==> config.mk <==
export PLATFORM = sky130hd
export DESIGN_NAME = bba_ctrl
export DESIGN_NICKNAME = d
export VERILOG_FILES = /design/src/rtl/core/bba_pkg.sv /design/src/rtl/core/bba_ctrl.sv
export VERILOG_INCLUDE_DIRS = /design/src /design/src/rtl/core
export SDC_FILE = /design/constraint.sdc
export NUM_CORES = 1
export LEC_CHECK = 0
export BUFFER_PORTS_ARGS = -buffer_cell sky130_fd_sc_hd__buf_4
export CORE_AREA = 2 2 39 41
export DETAILED_ROUTE_END_ITERATION = 8
export DIE_AREA = 0 0 41 43
export SLEW_MARGIN = 20
export SYNTH_ARGS = -nofsm -noshare
export SYNTH_HDL_FRONTEND = slang
export SYNTH_SLANG_ARGS = --single-unit
==> constraint.sdc <==
create_clock -name aclk -period 1.4 [get_ports aclk]
set_clock_uncertainty 0.05 [all_clocks]
set_input_delay 0.07 -clock aclk [delete_from_list [all_inputs] [get_ports aclk]]
set_output_delay 0.07 -clock aclk [all_outputs]
set_load 0.1 [all_outputs]
==> src/rtl/core/assert_macros.svh <==
// Assertion helpers shared by the allocator modules.
`ifndef ASSERT_MACROS_SVH
`define ASSERT_MACROS_SVH

// Same-cycle implication, disabled while reset is asserted.
`define BBA_ASSERT_IMP(label, clk, rst_n, ante, cons, msg) \
    label: assert property (@(posedge clk) disable iff (!rst_n) (ante) |-> (cons)) \
        else $error(msg);

// Next-cycle implication, disabled while reset is asserted.
`define BBA_ASSERT_NXT(label, clk, rst_n, ante, cons, msg) \
    label: assert property (@(posedge clk) disable iff (!rst_n) (ante) |=> (cons)) \
        else $error(msg);

`endif

==> src/rtl/core/bba_pkg.sv <==
package bba_pkg;

    localparam int WORD_W   = 64;
    localparam int BIT_W    = 6;
    localparam int INDEX_W  = 12;
    localparam int STATUS_W = 2;
    localparam int TOTAL_W  = 13;
    localparam int TDATA_W  = 16;

    localparam logic [TOTAL_W-1:0] TOTAL_RESET = 13'd4096;
    // blocks 0 and 1 stay reserved
    localparam logic [WORD_W-1:0]  RESERVED_WORD = 64'h3;

    localparam logic OP_ALLOC = 1'b0;
    localparam logic OP_FREE  = 1'b1;

    localparam logic [STATUS_W-1:0] STAT_OK   = 2'd0;
    localparam logic [STATUS_W-1:0] STAT_FULL = 2'd1;
    localparam logic [STATUS_W-1:0] STAT_BAD  = 2'd2;

    typedef enum logic [2:0] {
        ST_CLEAR,
        ST_IDLE,
        ST_SCAN,
        ST_FREE_WR,
        ST_DONE
    } state_t;

    typedef struct packed {
        logic                clear_step;
        logic                start_alloc;
        logic                scan_step;
        logic                free_read;
        logic                alloc_write;
        logic                free_write;
        logic                res_load;
        logic                res_grant;
        logic [STATUS_W-1:0] res_status;
        logic                out_load;
    } dp_cmd_t;

    typedef struct packed {
        logic clear_last;
        logic past_limit;
        logic word_full;
        logic hit;
        logic free_bad;
        logic out_free;
    } dp_status_t;

endpackage

==> src/rtl/core/bba_ctrl.sv <==
`include "assert_macros.svh"

module bba_ctrl (
    input  logic                 aclk,
    input  logic                 aresetn,
    input  logic                 in_valid,
    input  logic                 in_op,
    output logic                 in_ready,
    input  bba_pkg::dp_status_t  stat,
    output bba_pkg::dp_cmd_t     cmd
);

    bba_pkg::state_t state_reg;
    bba_pkg::state_t state_next;

    always_ff @(posedge aclk) begin
        if (!aresetn) begin
            state_reg <= bba_pkg::ST_CLEAR;
        end else begin
            state_reg <= state_next;
        end
    end

    always_comb begin
        state_next = state_reg;
        case (state_reg)
            bba_pkg::ST_CLEAR: begin
                if (stat.clear_last) begin
                    state_next = bba_pkg::ST_IDLE;
                end
            end
            bba_pkg::ST_IDLE: begin
                if (in_valid) begin
                    if (in_op == bba_pkg::OP_ALLOC) begin
                        state_next = bba_pkg::ST_SCAN;
                    end else if (stat.free_bad) begin
                        state_next = bba_pkg::ST_DONE;
                    end else begin
                        state_next = bba_pkg::ST_FREE_WR;
                    end
                end
            end
            bba_pkg::ST_SCAN: begin
                if (stat.past_limit || !stat.word_full) begin
                    state_next = bba_pkg::ST_DONE;
                end
            end
            bba_pkg::ST_FREE_WR: begin
                state_next = bba_pkg::ST_DONE;
            end
            bba_pkg::ST_DONE: begin
                if (stat.out_free) begin
                    state_next = bba_pkg::ST_IDLE;
                end
            end
            default: begin
                state_next = bba_pkg::ST_CLEAR;
            end
        endcase
    end

    always_comb begin
        cmd        = '0;
        in_ready   = 1'b0;
        case (state_reg)
            bba_pkg::ST_CLEAR: begin
                cmd.clear_step = 1'b1;
            end
            bba_pkg::ST_IDLE: begin
                in_ready = 1'b1;
                if (in_valid) begin
                    if (in_op == bba_pkg::OP_ALLOC) begin
                        cmd.start_alloc = 1'b1;
                    end else if (stat.free_bad) begin
                        cmd.res_load   = 1'b1;
                        cmd.res_status = bba_pkg::STAT_BAD;
                    end else begin
                        cmd.free_read = 1'b1;
                    end
                end
            end
            bba_pkg::ST_SCAN: begin
                if (stat.past_limit) begin
                    cmd.res_load   = 1'b1;
                    cmd.res_status = bba_pkg::STAT_FULL;
                end else if (stat.word_full) begin
                    cmd.scan_step = 1'b1;
                end else if (stat.hit) begin
                    cmd.alloc_write = 1'b1;
                    cmd.res_load    = 1'b1;
                    cmd.res_grant   = 1'b1;
                    cmd.res_status  = bba_pkg::STAT_OK;
                end else begin
                    // lowest clear bit lies beyond the usable count
                    cmd.res_load   = 1'b1;
                    cmd.res_status = bba_pkg::STAT_FULL;
                end
            end
            bba_pkg::ST_FREE_WR: begin
                cmd.free_write = 1'b1;
                cmd.res_load   = 1'b1;
                cmd.res_status = bba_pkg::STAT_OK;
            end
            bba_pkg::ST_DONE: begin
                cmd.out_load = stat.out_free;
            end
            default: begin
                cmd = '0;
            end
        endcase
    end

    `BBA_ASSERT_IMP(a_one_writer, aclk, aresetn, 1'b1,
        $onehot0({cmd.clear_step, cmd.alloc_write, cmd.free_write}),
        "more than one bitmap write source active")

    `BBA_ASSERT_NXT(a_accept_leaves_idle, aclk, aresetn,
        in_valid && in_ready, state_reg != bba_pkg::ST_IDLE,
        "accepted item did not start work")

endmodule

==> impl_results.md, run 1 <==
* Max reg flops at 3
* Xor-xnor portion of the synthesized cell area at 0%
* VDD IR max at 0.396 mV
* Avg WL per Cell at 14.0 um
* Mean Syn Cell Area at 7.97 um^2
* Share of cells above drive strength 1 at 82.9%
* Sum Neg Setup Slack at -0.700 ns
* Hpwl dp at 854 um
* Minimum clock period after layout at 1.51 ns
* Cells along the critical path: nor2_1 > nand3_1 > buf_4 > nor2_4 > buf_12
* Initial DRC Count at 9
* Top cell type's share of synthesized area at 19.8%
* Vias in the first global route at 419
* Initial antenna violation count at 0
* Hold_buf cts at 0
* Worst Path Arrival at 1.39 ns
* Final Max Slew Viols at 0
* Congestion Overflow GR at 0
* Gpl congestion at 0.672
* Warning count from the yosys run at 0
* Max stage delay on crit path at 0.36 ns
* Flop2flop setup slack at -0.02 ns
* Main combinational cell family by area after synthesis: simple AND/OR/NAND/NOR gates
* H-tree Lvls at 1
* Crit share post-route at 108%
* GRT Total Usage at 13.9%
* R2r startpoint: state_reg[0]
* DRC Markers at 0
* Max-cap violations at 0
* Final setup viols at 9
* Slowest-stage cell, CP: dfxtp_4
* # clock sinks at 3
* Clock root cell: clkbuf_4
* Worst EP required at 1.28 ns
* FMAX at 664 MHz
* CP Launch Point: state_reg[1]
* CTS buffer count at 3
* Critical Path Sink Type: output port
* First-pass GRT wire length at 1740 um
* Power per cell area at 723 nW/um^2
* Final ANT Viol Nets at 0
* Primary FF master, synth: dfxtp_1
* Yosys top cell by area: dfxtp_1
* Syn Nets at 48
* Worst-Margin Slew at 0.420 ns
* Routed wire length at 1290 um
* Rel. slew slack at 71.9%
* CP Max Fanout at 7
* Hold Fails Final Rpt at 0
* Unrepaired setup endpoints after global routing: yes
* Yosys reg bits at 3
* CTS Buffer Depth at 2
* Core ar. at 1380 um^2
* Simple-gate area share of the yosys netlist at 45.9%
* Gate Count Post-Synth at 38
* Vias post-DR at 467
* Failing checks: negative setup slack
* Post-synthesis mux area share at 0%
* Drt via density at 5.08
* EDFF count, synth at 0
* Pin count of the biggest net entering global routing at 10
* Top Ports at 22
* Syn Std Cell Area at 303 um^2
* Die area at 1760 um^2
* Synth top area cells: dfxtp_1, nor4b_4, nor2_1
* Port bufs at 21
* PnR Total Power at 0.662 mW
* Layout area overhead at 202%
* Die H at 43 um
* Register area share after synthesis at 19.8%
* Netlist cell types at 24
* Placed Area at 654 um^2
* Worst-path clk slew at 0.04 ns
* Design Area, Final at 916 um^2
* # rows at 14
* Clk Latency, worst-skew pair at 0.23 ns
* Ant. Diodes at 0
* Min-delay src: aresetn
* Hold WC Path Type: in2reg
* CTS tree: yes
* Initial Util at 21.9%
* Asr flop ratio synth at 0%
* Synth Area in Adders at 0%
* Critical setup path kind: reg2out
* Pleak at 0.379 nW
* Outcome: complete, but fails checks
* Compound-gate portion of the synthesized area at 21.5%
* Worst setup SP type: flop
* Count of nets after finishing at 87
* Die Wd at 41 um
* Total iterations of the first detailed-routing run at 4
* Final WS setup at -0.107 ns
-- power by group --
group / internal [mW] / switching [mW]
clock network: 0.107 / 0.0440
registers: 0.0924 / 0.00942
logic: 0.174 / 0.235
-- worst max-delay path: cells and delay by family, from the launching register on --
kind                   cells  cell delay [ns]
flip-flops                 1             0.36
buffers and inverters      2             0.36
AND/OR/NAND/NOR            3             0.43
-- final timing paths --
path / to / depth (start not counted)
worst max-delay path: cmd[9] / 5
worst min-delay path: state_reg[1] / 2
worst min register to register: state_reg[0] / 2
worst max register to register: state_reg[1] / 5
-- synth_stat cells (2+ instances only) --
| cell type | count |
|---|---|
| buf_4 | 2 |
| nor3b_1 | 2 |
| inv_1 | 2 |
| nor3_1 | 4 |
| nor2_1 | 6 |
| dfxtp_1 | 3 |
| nand2_1 | 2 |
-- per-layer routing --
metal	part of all wire (%)	GRT usage [%]	vias to the layer above
li1	-	-	219
met1	37	16.2	231
met2	58	23.8	17
met3	4.1	4.71	0
met4	0	2.00	0
met5	0	0	-
-- per-stage QoR --
| step | util [%] | worst slack (ns) | hold slack [ns] | instances |
|---|---|---|---|---|
| final | 66.2 | -0.107 | 0.0246 | 92 |
| after global routing | 66.2 | -0.179 | 0.0315 | 92 |
| after CTS | 56.1 | -0.0949 | 0.0100 | 86 |
| after detailed placement | 47.3 | 0.0374 | 0.252 | 81 |
| after global placement | 47.3 | 0.0489 | 0.250 | 81 |
| after floorplan | - | -0.698 | 0.138 | 38 |
-- layout make-up --
class                           count  area, um^2
Multi-Input combinational cell     29         362
Fill cell                          98         468
Inverter                            2        10.0
Clock buffer                        4        26.3
Timing Repair Buffer               38         429
Tap cell                           16        20.0
Sequential cell                     3        68.8
-- logic make-up (layout without fill, tap and decap cells) --
| logic type | Yosys count | after routing |
|---|---|---|
| AND/OR/NAND/NOR | 22 | 22 |
| AO/OA/AOI/OAI | 7 | 7 |
| buffers and inverters | 6 | 44 |
| flip-flops | 3 | 3 |
-- cells in the final DEF (no fill, tap or decap), drive strengths merged --
cell	netlist	layout
buf	4	38
nor2	6	6
nor3	5	5
clkbuf	0	4
dfxtp	3	3
nor3b	2	2
inv	2	2
nand2	2	2
a2111oi	2	2
nand2b	1	1
nand4	1	1
nor2b	1	1
a311oi	1	1
nor4b	1	1
nand3	1	1
nor4bb	1	1
o41ai	1	1
a21oi	1	1
o21a	1	1
or3	1	1
a22o	1	1
-- what timing repair did --
| item | CTS | global route |
|---|---|---|
| pin swaps | 2 | 5 |
| resized for setup | 24 | 23 |
| setup buffers | 1 | 6 |
| setup endpoints to repair | 11 | 12 |
Power figures use the tool's default switching activity.
==> inputs of run 2 (changes only) <==
Settings changed: ABC_AREA from default to 1.
==> impl_results.md, run 2 <==
* Max reg flops at 3 (unchanged)
* Ant. Diodes at 0 (unchanged)
* Min Hold Slack at 0.0916 ns (+0.0669 ns)
* Worst-Margin Slew at 0.258 ns (-0.162 ns)
* Design Area, Final at 709 um^2 (-23%)
* Total iterations of the first detailed-routing run at 4 (unchanged)
* P_int at 0.380 mW (+1.7%)
* Mean Syn Cell Area at 5.56 um^2 (-30%)
* Placed Area at 547 um^2 (-16%)
* Die H at 43 um (unchanged)
* Worst setup SP type: flop
* Yosys reg bits at 3 (unchanged)
* Critical setup path kind: reg2out
* Crit share post-route at 100% (-7.5 points)
* # rows at 14 (unchanged)
* M1 GR Usage at 14.1% (-2.1 points)
* Outcome: complete, but fails checks
* Net Sw Frac at 54.8% (+11 points)
* Congestion Overflow GR at 0 (unchanged)
* EDFF count, synth at 0 (unchanged)
* Rel. slew slack at 82.7% (+11 points)
* Die area at 1760 um^2 (unchanged)
* Max stage delay on crit path at 0.34 ns (-0.02 ns)
* Hpwl dp at 703 um (-18%)
* Hold Fails Final Rpt at 0 (unchanged)
* Clk Latency, worst-skew pair at 0.23 ns (about the same)
* Worst EP required at 1.28 ns (about the same)
* Worst Path Arrival at 1.28 ns (-0.11 ns)
* Most frequent cells in the layout: buf_4, inv_1, nand2_1
* Layout area overhead at 136%
* Worst-path clk slew at 0.04 ns (about the same)
* Count leader, synth: inv_1
* Gpl congestion at 0.758 (+13%)
* Core ar. at 1380 um^2 (unchanged)
* Clock root cell: clkbuf_4
* Gate Count Post-Synth at 54 (+42%)
* CP delay by family, top: simple AND/OR/NAND/NOR gates
* Setup WS pre-CTS at 0.0247 ns (-0.0127 ns)
* # clock sinks at 3 (unchanged)
* Primary FF master, synth: dfxtp_1
* Met3 Usage GRT at 1.57% (-3.1 points)
* Yosys top cell by area: dfxtp_1
* CTS tree: yes
* Cells along the critical path: inv_4 > nor2_4 > nand2_2 > nor4_4 > buf_6
* PnR Total Power at 0.841 mW (+27%)
* Busiest grt layer: met2
* Top Ports at 22 (unchanged)
* Asr flop ratio synth at 0% (unchanged)
* Failing checks: negative setup slack
* NetSw at 0.461 mW (+60%)
* Syn Std Cell Area at 300 um^2 (-0.83%)
* Count of nets after finishing at 94 (+8.0%)
* Pleak at 0.358 nW (-5.6%)
* CTS Buffer Depth at 2 (unchanged)
* Vias in the first global route at 381 (-9.1%)
* VDD IR max at 0.653 mV (+65%)
* Power per cell area at 1190 nW/um^2 (+64%)
* Final Max Slew Viols at 0 (unchanged)
* Clock share of power at 18.0% (-4.8 points)
* Commonest non-fill, non-tap cell in the layout: buf_4
* CTS buffer count at 3 (unchanged)
* Synth top area cells: dfxtp_1, inv_1, nand2_1
* Sequential Power Share at 13.7% (-1.7 points)
* First-pass GRT wire length at 1390 um (-20%)
* Register area share after synthesis at 20.0% (+0.17 points)
* Hold WC Path Type: in2reg
* Crit path buffers/inverters at 2 (unchanged)
* Avg WL per Cell at 8.86 um (-37%)
* Routed wire length at 877 um (-32%)
* Die Wd at 41 um (unchanged)
* Slowest-stage cell, CP: dfxtp_2
* Netlist cell types at 15 (-38%)
* GRT Total Usage at 11.2% (-2.7 points)
* Share of cells above drive strength 1 at 59.0% (-24 points)
* Initial Util at 21.7% (-0.18 points)
* Final ANT Viol Nets at 0 (unchanged)
* CP Max Fanout at 5 (-2)
* Initial antenna violation count at 0 (unchanged)
* FMAX at 713 MHz (+7.4%)
* Max-cap violations at 0 (unchanged)
* Pin count of the biggest net entering global routing at 7 (-3)
* Initial DRC Count at 3 (-6)
* Port bufs at 21 (unchanged)
* Unrepaired setup endpoints after global routing: yes
* M2 GR Usage at 16.6% (-7.2 points)
* Drt via density at 4.27 (-16%)
* Warning count from the yosys run at 0 (unchanged)
* Fillers at 142 (+45%)
* Syn Nets at 64 (+33%)
* Final WS setup at -0.00261 ns (+0.104 ns)
* Final setup viols at 2 (-7)
* Post-synth top cells: inv_1, nand2_1, nor2_1, a21oi_1, nor2_2
* H-tree Lvls at 1 (unchanged)
* Gate power share at 68.2% (+6.4 points)
* Minimum clock period after layout at 1.40 ns (-0.104 ns)
* Critical Path Sink Type: output port
* Top cell type's share of synthesized area at 20.0% (+0.17 points)
* DRC Markers at 0 (unchanged)
* Vias post-DR at 423 (-9.4%)
==> run 2: cell types whose count changed after synthesis, moves of 2 or more <==
cell / previous run / this run
inv_1: 2 / 13
nand2_1: 2 / 12
nand3_2: 0 / 2
a21oi_1: 1 / 4
nor2_2: 0 / 4
nor3b_1: 2 / 0
==> run 2: what timing repair did <==
action                                 4_1_cts  5_1_grt
gates resized for setup                     18        8
pin swaps                                    5        4
setup endpoints to repair                    8        9
buffers inserted                             3        0
endpoints found under the hold margin        1        0
hold buffers                                 1        0
==> run 2: kinds of logic after synthesis <==
kind of cell	count (synthesis)	share of synthesized area, %
AO/OA/AOI/OAI	4	6.67
buffers and inverters	15	20.0
flip-flops	3	20.0
AND/OR/NAND/NOR	32	53.3
==> run 2: cell type report <==
cell class / instances / area [um^2] / share of cell area [%]
Clock buffer: 4 / 26.3 / 3.70
Timing Repair Buffer: 26 / 270 / 38.1
Inverter: 14 / 58.8 / 8.29
Tap cell: 16 / 20.0 / 2.82
Sequential cell: 3 / 66.3 / 9.35
Multi-Input combinational cell: 36 / 268 / 37.7
==> run 2: worst paths after layout <==
check | from | endpoint | slack, ns | cells after the start
worst max register to register | state_reg[0] | state_reg[0] | 0.15 | 7
worst min register to register | state_reg[1] | state_reg[0] | 0.53 | 3
worst min-delay path | stat[1] | state_reg[1] | 0.09 | 4
worst max-delay path | state_reg[1] | cmd[3] | -0.003 | 5
==> run 2: per-layer routing <==
metal  share of wire (%)  wire length, um
met4                   0                0
met1                  40              350
met5                   0                0
met3                 5.5               48
met2                  55              478
==> run 2: worst min-delay path, stage by stage <==
cell	delay [ns]
buf_4	0.09
a21oi_1	0.06
nand2_1	0.06
a21oi_1	0.05
==> run 2: per-stage QoR <==
| step | utilization, % | TNS, ns | instances |
|---|---|---|---|
| final | 51.3 | -0.00464 | 99 |
| after global routing | 51.3 | -0.454 | 99 |
| after CTS | 48.7 | -0.0786 | 99 |
| after detailed placement | 39.5 | 0 | 91 |
| after global placement | 39.5 | 0 | 91 |
| after floorplan | - | -2.91 | 54 |
==> run 2: power groups by stage <==
stage	Sequential [mW]	Clock (mW)	Combinational, mW
after detailed placement	0.116	0	0.500
after global placement	0.115	0	0.497
after global routing	0.117	0.166	0.608
after floorplan	0.113	0	0.395
final	0.116	0.152	0.574
after CTS	0.116	0.164	0.549
